**config.mk**
```make
export PLATFORM = sky130hd
export DESIGN_NAME = edge_interval_capture
export DESIGN_NICKNAME = d
export VERILOG_FILES = /design/src/hdl/eic_pkg.sv /design/src/hdl/eic_store.sv /design/src/hdl/eic_ctrl.sv /design/src/hdl/edge_interval_capture.sv
export SDC_FILE = /design/constraint.sdc
export NUM_CORES = 2
export LEC_CHECK = 0
export ABC_CLOCK_PERIOD_IN_PS = 4950
export BUFFER_PORTS_ARGS = -buffer_cell sky130_fd_sc_hd__buf_2
export CORE_MARGIN = 2
export CORE_UTILIZATION = 55
export DETAILED_ROUTE_END_ITERATION = 10
export PLACE_DENSITY = 0.74
export SETUP_SLACK_MARGIN = 0.3
export SYNTH_ARGS = -nofsm -noshare
export SYNTH_HDL_FRONTEND = slang
export SYNTH_HIERARCHICAL = 1
export SYNTH_SLANG_ARGS = --single-unit
```
**constraint.sdc**
```tcl
create_clock -name clock -period 4.95 [get_ports clock]
set_clock_uncertainty 0.15 [all_clocks]
set_input_delay 0.99 -clock clock [delete_from_list [all_inputs] [get_ports clock]]
set_output_delay 0.99 -clock clock [all_outputs]
set_load 0.05 [all_outputs]
```
**src/hdl/eic_pkg.sv**
```systemverilog
// Shared types and constants for the edge interval capture block.
// Depends on nothing; imported by every module of the block.
`default_nettype none
package eic_pkg;

   // Record store geometry
   localparam int STORE_DEPTH = 256;
   localparam int ADDR_W      = $clog2(STORE_DEPTH);
   localparam int REC_W       = 8;
   localparam int COUNT_W     = 8;
   localparam int EDGE_W      = 16;
   // Limit compare width: one bit above the count so the full depth fits
   localparam int LIM_W       = COUNT_W + 1;

   // Register reset values and indexes
   localparam logic [7:0] SYNC_RESET  = 8'd130;
   localparam logic [7:0] LIMIT_RESET = 8'd132;
   localparam logic       CSR_SYNC    = 1'b0;
   localparam logic       CSR_LIMIT   = 1'b1;

   // Record layout: falling-edge flag above the elapsed bits
   localparam logic [REC_W-1:0] FALL_MARK = 8'h80;

   // Stream widths
   localparam int REQ_DATA_W = 24;
   localparam int RSP_DATA_W = 56;

   typedef enum logic [1:0] {
      OP_EDGE    = 2'd0,
      OP_TIMEOUT = 2'd1,
      OP_READ    = 2'd2,
      OP_ARM     = 2'd3
   } op_type;

   // Access to the record store issued with an accepted request
   typedef struct packed {
      logic              we;
      logic [ADDR_W-1:0] waddr;
      logic [REC_W-1:0]  wdata;
      logic              re;
      logic [ADDR_W-1:0] raddr;
   } store_cmd_type;

   // Result fields known at accept time; read data joins in the cycle after
   typedef struct packed {
      logic               record_stored;
      logic [REC_W-1:0]   record_value;
      logic [7:0]         record_index;
      logic               restart_timer;
      logic               capture_active;
      logic               capture_done;
      logic [COUNT_W-1:0] record_count;
      logic               read_hit;
      logic [EDGE_W-1:0]  edge_count;
   } rsp_fields_type;

endpackage
`default_nettype wire

```
**src/hdl/eic_store.sv**
```systemverilog
// Record store: one write port and one read port with registered read data.
// Depends on eic_pkg for geometry and the access command type.
`default_nettype none
module eic_store
   import eic_pkg::*;
(
   input  wire logic             clock,
   input  wire store_cmd_type    cmd,
   output logic [REC_W-1:0]      rd_data
);

   logic [REC_W-1:0] mem [STORE_DEPTH];

   // Write records as edges store them
   always_ff @(posedge clock) begin
      if (cmd.we) begin
         mem[cmd.waddr] <= cmd.wdata;
      end
   end

   // Read data is registered and appears in the cycle after the request; hold otherwise
   always_ff @(posedge clock) begin
      if (cmd.re) begin
         rd_data <= mem[cmd.raddr];
      end
   end

endmodule
`default_nettype wire

```
**src/hdl/eic_ctrl.sv**
```systemverilog
// Capture control: flags, counters and registers; issues record store accesses.
// Depends on eic_pkg. Entry validity follows from the fill count, since a
// capture writes positions in order from zero.
`default_nettype none
module eic_ctrl
   import eic_pkg::*;
(
   input  wire logic          clock,
   input  wire logic          reset,
   input  wire logic          accept,
   input  wire op_type        operation,
   input  wire logic [7:0]    elapsed,
   input  wire logic          pin_level,
   input  wire logic [7:0]    read_index,
   input  wire logic          csr_we,
   input  wire logic          csr_index,
   input  wire logic [7:0]    csr_wdata,
   output store_cmd_type      cmd,
   output rsp_fields_type     fields
);

   logic [7:0]         sync_ff, sync_in;
   logic [7:0]         limit_ff, limit_in;
   logic               active_ff, active_in;
   logic               armed_ff, armed_in;
   logic               done_ff, done_in;
   logic [COUNT_W-1:0] count_ff, count_in;
   logic [EDGE_W-1:0]  edge_ff, edge_in;

   logic               start;
   logic               in_capture;
   logic [COUNT_W-1:0] base_count;
   logic [LIM_W-1:0]   limit_eff;
   logic               has_room;
   logic [REC_W-1:0]   rec;

   // Clamp the record limit to the store depth
   always_comb begin
      if ({{(LIM_W-8){1'b0}}, limit_ff} > LIM_W'(STORE_DEPTH)) begin
         limit_eff = LIM_W'(STORE_DEPTH);
      end else begin
         limit_eff = {{(LIM_W-8){1'b0}}, limit_ff};
      end
   end

   assign start      = !active_ff && (elapsed == sync_ff);
   assign in_capture = active_ff || start;
   assign base_count = start ? '0 : count_ff;
   assign has_room   = {{(LIM_W-COUNT_W){1'b0}}, base_count} < limit_eff;
   assign rec        = {~pin_level, elapsed[6:0]} & (FALL_MARK | 8'h7F);

   // Next state and result fields for the accepted request
   always_comb begin
      active_in = active_ff;
      armed_in  = armed_ff;
      done_in   = done_ff;
      count_in  = count_ff;
      edge_in   = edge_ff;
      cmd       = '0;
      fields    = '0;
      cmd.raddr = read_index[ADDR_W-1:0];
      cmd.waddr = base_count[ADDR_W-1:0];
      cmd.wdata = rec;
      if (accept) begin
         case (operation)
            OP_EDGE: begin
               if (armed_ff) begin
                  edge_in              = edge_ff + 1'b1;
                  fields.restart_timer = 1'b1;
                  if (in_capture) begin
                     active_in = 1'b1;
                     count_in  = base_count;
                     if (has_room) begin
                        cmd.we               = 1'b1;
                        fields.record_stored = 1'b1;
                        fields.record_value  = rec;
                        fields.record_index  = 8'(base_count);
                        count_in             = base_count + 1'b1;
                     end else begin
                        active_in = 1'b0;
                        armed_in  = 1'b0;
                        done_in   = 1'b1;
                     end
                  end
               end
            end
            OP_TIMEOUT: begin
               if (active_ff) begin
                  active_in            = 1'b0;
                  armed_in             = 1'b0;
                  done_in              = 1'b1;
                  fields.restart_timer = 1'b1;
               end
            end
            OP_READ: begin
               cmd.re          = 1'b1;
               fields.read_hit = ({1'b0, read_index} < LIM_W'(STORE_DEPTH)) &&
                                 (read_index < count_ff);
            end
            OP_ARM: begin
               armed_in = 1'b1;
               done_in  = 1'b0;
            end
            default: begin
               armed_in = armed_ff;
            end
         endcase
      end
      fields.capture_active = active_in;
      fields.capture_done   = done_in;
      fields.record_count   = count_in;
      fields.edge_count     = edge_in;
   end

   // Take register writes
   always_comb begin
      sync_in  = sync_ff;
      limit_in = limit_ff;
      if (csr_we) begin
         case (csr_index)
            CSR_SYNC:  sync_in  = csr_wdata;
            CSR_LIMIT: limit_in = csr_wdata;
            default:   sync_in  = sync_ff;
         endcase
      end
   end

   always_ff @(posedge clock) begin
      if (reset) begin
         sync_ff   <= SYNC_RESET;
         limit_ff  <= LIMIT_RESET;
         active_ff <= 1'b0;
         armed_ff  <= 1'b0;
         done_ff   <= 1'b0;
         count_ff  <= '0;
         edge_ff   <= '0;
      end else begin
         sync_ff   <= sync_in;
         limit_ff  <= limit_in;
         active_ff <= active_in;
         armed_ff  <= armed_in;
         done_ff   <= done_in;
         count_ff  <= count_in;
         edge_ff   <= edge_in;
      end
   end

   // A capture in progress is always armed
   a_active_armed: assert property (@(posedge clock) disable iff (reset)
      active_ff |-> armed_ff)
      else $error("capture active while disarmed");

   // Done and armed exclude each other
   a_done_disarmed: assert property (@(posedge clock) disable iff (reset)
      !(done_ff && armed_ff))
      else $error("done and armed together");

   // Edge counter moves only on an armed edge
   a_edge_hold: assert property (@(posedge clock) disable iff (reset)
      !(accept && operation == OP_EDGE && armed_ff) |=> $stable(edge_ff))
      else $error("edge counter moved without an armed edge");

   // A store write only happens inside a capture
   a_write_active: assert property (@(posedge clock) disable iff (reset)
      cmd.we |=> active_ff || done_ff)
      else $error("record written outside a capture");

endmodule
`default_nettype wire

```
**src/hdl/edge_interval_capture.sv**
```systemverilog
// Top level of the edge interval capture block: stream ports, output register.
// Depends on eic_pkg, eic_ctrl and eic_store.
//
//   port group | direction | payload (low bit first)
//   req_*      | in        | tuser: operation; tdata: elapsed, pin_level, read_index
//   rsp_*      | out       | tdata: record_stored, record_value, record_index,
//              |           |   restart_timer, capture_active, capture_done,
//              |           |   record_count, read_data, edge_count
//   csr_*      | in        | write index 0 sync_interval, 1 record_limit
//
// One request per cycle while results are taken; each result appears in the
// cycle after its request. The state update finishes in the accept cycle and
// the store read data is registered by the memory port, so back-to-back
// accesses to one entry see the previous write. Synchronous reset clears flags
// and counters and loads the registers with their reset values; the store
// needs no clearing, validity comes from the fill count. A stalled result
// holds and the block takes a new request in the same cycle the result leaves.
`default_nettype none
module edge_interval_capture
   import eic_pkg::*;
(
   input  wire logic                  clock,
   input  wire logic                  reset,
   input  wire logic                  req_tvalid,
   output logic                       req_tready,
   input  wire logic [1:0]            req_tuser,   // operation
   input  wire logic [REQ_DATA_W-1:0] req_tdata,   // elapsed, pin_level, read_index
   output logic                       rsp_tvalid,
   input  wire logic                  rsp_tready,
   output logic [RSP_DATA_W-1:0]      rsp_tdata,   // record_stored, record_value,
                                                   // record_index, restart_timer,
                                                   // capture_active, capture_done,
                                                   // record_count, read_data,
                                                   // edge_count
   input  wire logic                  csr_we,
   input  wire logic                  csr_index,
   input  wire logic [7:0]            csr_wdata
);

   logic            accept;
   op_type          operation;
   store_cmd_type   cmd;
   rsp_fields_type  fields;
   rsp_fields_type  out_ff;
   logic            valid_ff, valid_in;
   logic [REC_W-1:0] rd_data;
   logic [7:0]      read_data;

   assign req_tready = !valid_ff || rsp_tready;
   assign accept     = req_tvalid && req_tready;
   assign operation  = op_type'(req_tuser);

   eic_ctrl u_ctrl (
      .clock      (clock),
      .reset      (reset),
      .accept     (accept),
      .operation  (operation),
      .elapsed    (req_tdata[7:0]),
      .pin_level  (req_tdata[8]),
      .read_index (req_tdata[16:9]),
      .csr_we     (csr_we),
      .csr_index  (csr_index),
      .csr_wdata  (csr_wdata),
      .cmd        (cmd),
      .fields     (fields)
   );

   eic_store u_store (
      .clock   (clock),
      .cmd     (cmd),
      .rd_data (rd_data)
   );

   // Hold the result until taken
   always_comb begin
      valid_in = valid_ff;
      if (accept) begin
         valid_in = 1'b1;
      end else if (rsp_tready) begin
         valid_in = 1'b0;
      end
   end

   always_ff @(posedge clock) begin
      if (reset) begin
         valid_ff <= 1'b0;
      end else begin
         valid_ff <= valid_in;
      end
   end

   always_ff @(posedge clock) begin
      if (accept) begin
         out_ff <= fields;
      end
   end

   // Drop unwritten entries to zero
   assign read_data  = out_ff.read_hit ? rd_data : 8'd0;
   assign rsp_tvalid = valid_ff;
   assign rsp_tdata  = {4'd0,
                        out_ff.edge_count,
                        read_data,
                        out_ff.record_count,
                        out_ff.capture_done,
                        out_ff.capture_active,
                        out_ff.restart_timer,
                        out_ff.record_index,
                        out_ff.record_value,
                        out_ff.record_stored};

endmodule
`default_nettype wire
```
==> impl_metrics.ini <==
[status]
status = completed

[placed_design]
place.gp.congestion = 0.878
port_buffers = 86
dp_hpwl_mm = 122
placed_area_um2 = 89500

[clock_tree]
post_cts_buffers = 0
cts_root_buf = clkbuf_16
numClockSinks = 2145
tritoncts = done
cts-resized-gates = 0
htreeDepth = 4
clockBufferDepth = 3
clock_latency_ns = 0.86
cts_inserted_buffers = 202
cts_hold_buffers = 0
path_clk_slew_ns = 0.06

[pwr]
seq_power_share_pct = 54.5
power_frac_clock_pct = 40.6
power_density_nw_per_um2 = 382
combPwrFrac_pct = 4.9
leakage_nw = 30.6
switchingPower_mw = 7.76
peakVddDrop_v = 0.000314
swShare_pct = 21.2
intPower_mw = 28.9

[cells_and_area]
nets = 4636
multiInputGateArea_um2 = 18800
syn_to_final_growth_pct = 13.7
final_area_um2 = 95800
fill_cells = 10000
layout-drive-gt1-share_pct = 28.5
seq_area_um2 = 64000

[floorplanning]
core_um2 = 152000
floorplan.initialDensity_pct = 55.4
die_y_um = 395
dieArea_um2 = 156000
row_count = 143
die_x_um = 395
ios = 98

[setup_path]
crit_start = u_ctrl/sync_ff[5]
timing.rr.end = u_store/mem[2][5]
r2r-start = u_ctrl/sync_ff[5]
crit_fanout = 20
r2r_setup_slack_ns = 0.58
critPathLaunchType = register
crit_type = reg2reg
critPathArrivalTime_ns = 4.76
endpoint_kind = register
r2r_cells = 16
required_ns = 5.35

[global_routing]
antenna_found_initial = 3
grt_overflow_total = 0
grt_max_degree = 197
grt_pass1_wl_mm = 292
grt_util_all_layers_pct = 25.7
grt_pass1_vias = 42900

[yosys]
synth_area_leaders = edfxtp_1, mux4_2, mux2i_1
yosys_warnings = 6
synth.mux.area_fraction_pct = 13.9
synthTopCellsByCount = edfxtp_1, mux4_2, nor2_1, mux2i_1, a22oi_1
synth_edf_count = 2101
synth_seq_area_share_pct = 75.9
synth.avg_cell_area_um2 = 20.1
synth_compound_area_share_pct = 3.63
synth-simple-area-share_pct = 3.53
synth_top_family_by_area = multiplexers
synth_ff_type = edfxtp_1
synth_cell_types = 75
synth_adder_area_share_pct = 0.238
synth.largest_area_cell = edfxtp_1
yosysTopAreaCellShare_pct = 74.9
async_flop_share_pct = 0
synth-xor-area-share_pct = 0.301
syn_area_um2 = 84200
synth.most_common_cell = edfxtp_1
synthCells = 4194
ys_seq_elements = 2145

[drt]
wl_per_cell_um = 29.7
vias = 43400
dr.pass1.iters = 6
drcViolationCount = 0
drtAntennaViolNets = 0
wirelength_mm = 201
drt_iter0_markers = 5887
vias_per_cell = 6.40

[sta]
slew_violations = 0
timing.hold.ws_ns = 0.253
tightest_slew_ns = 1.25
hold_viol_final = 0
relSlewSlack_pct = 16.6
setup_viol = 0
grt_setup_unrepaired = false
finalCriticalPeriod_ns = 4.37
min_period_over_period_pct = 88.2
max_freq_ghz = 0.229

[hold_path]
hold_end = rsp_tvalid
hp-start = req_tvalid
whs_path_depth = 3
hp-class = in2reg

[run]
maxCapViolations = 0
==> kinds of logic after synthesis <==
group | count (synthesis)
xor gates and xnor gates | 29
DFF | 2145
muxes | 596
and+or+nand+nor | 631
adders and majority gates | 16
AOI/OAI and AO/OA | 436
buffers and inverters | 340
other | 1
==> registers in the layout, summed over array words and instances, names as in the netlist <==
register	flops
u_store/rd_data	8
u_ctrl/done_ff	1
u_ctrl/sync_ff	8
rsp_tdata	44
u_ctrl/count_ff	8
u_ctrl/active_ff	1
u_ctrl/limit_ff	8
out_ff	1
rsp_tvalid	1
u_store/mem	2048
u_ctrl/armed_ff	1
u_ctrl/edge_ff	16
==> layout by cell type (no fill, tap or decap), types with 42 or more instances in the layout <==
cell,Yosys,layout
nor2_1,300,207
edfxtp_1,2101,2101
nor2_4,0,61
mux2i_1,137,137
dfxtp_1,44,44
buf_4,94,369
a21oi_1,118,118
clkinv_1,1,46
buf_2,34,75
mux4_2,454,454
clkbuf_16,0,205
a22oi_1,133,133
clkbuf_1,122,55
nand2_1,87,87
nand3_1,51,42
o221ai_1,46,46
==> layout make-up <==
type | instances | share of cell area [%]
clock inverter | 103 | 0.994
clock buffer | 262 | 5.60
inverter | 26 | 0.110
antenna | 1 | 0.00261
multi-input combinational | 1712 | 19.6
sequential | 2145 | 66.8
timing repair buffer | 493 | 4.25
tap | 2030 | 2.65
==> power by group through the flow <==
stage	logic, mW	clock network [mW]	registers (mW)
2_1_floorplan	1.17	0	20.4
3_3_place_gp	1.75	0	20.4
3_5_place_dp	1.78	0	20.4
4_1_cts	1.79	15.1	20.0
5_1_grt	1.88	15.7	20.0
6_report	1.80	14.9	20.0
==> through the flow <==
| stage | total power [mW] | std cells | setup TNS [ns] | setup slack [ns] | util (%) |
|---|---|---|---|---|---|
| global route | 37.6 | 6771 | 0 | 0.411 | 63.0 |
| finish | 36.6 | 6772 | 0 | 0.583 | 63.0 |
| detailed placement | 22.1 | 6406 | -7.63 | -0.151 | 58.9 |
| global placement | 22.1 | 6406 | -1.47 | -0.0771 | 58.9 |
| floorplan | 21.5 | 4197 | 0 | 0.156 | - |
| CTS | 36.8 | 6771 | 0 | 0.614 | 63.0 |
==> how the worst max path moves through the flow <==
| stage | to | slack, ns | cells past startpoint |
|---|---|---|---|
| after global placement | u_store/mem[2][2] | -0.08 | 17 |
| after detailed placement | u_store/mem[2][2] | -0.15 | 17 |
| after floorplan | u_store/mem[127][0] | 0.16 | 16 |
| final | u_store/mem[2][5] | 0.58 | 16 |
| after global routing | u_store/mem[2][4] | 0.41 | 16 |
| after CTS | u_store/mem[2][0] | 0.61 | 16 |
==> worst max-delay path, cell delays in order, from the launching register on <==
cell,delay [ns]
dfxtp_1,0.32
xnor2_1,0.23
nand4_1,0.24
nor3_2,0.29
buf_12,0.17
nor2_1,0.07
ha_1,0.31
a21o_1,0.20
a221o_1,0.36
a21oi_1,0.17
nand2_1,0.10
inv_1,0.16
buf_12,0.19
nand3_2,0.36
buf_4,0.40
nor2_1,0.13
buf_4,0.22
==> routing by layer <==
layer  vias to the layer above  GRT usage (%)  part of all wire (%)
li1                      18000              -                     -
met1                     22500           36.9                    39
met2                      2487           40.1                    48
met3                       400           5.01                    10
met4                         2           8.60                   3.4
met5                         -              0                0.0065
No activity file was read; power rests on OpenSTA's default activity.
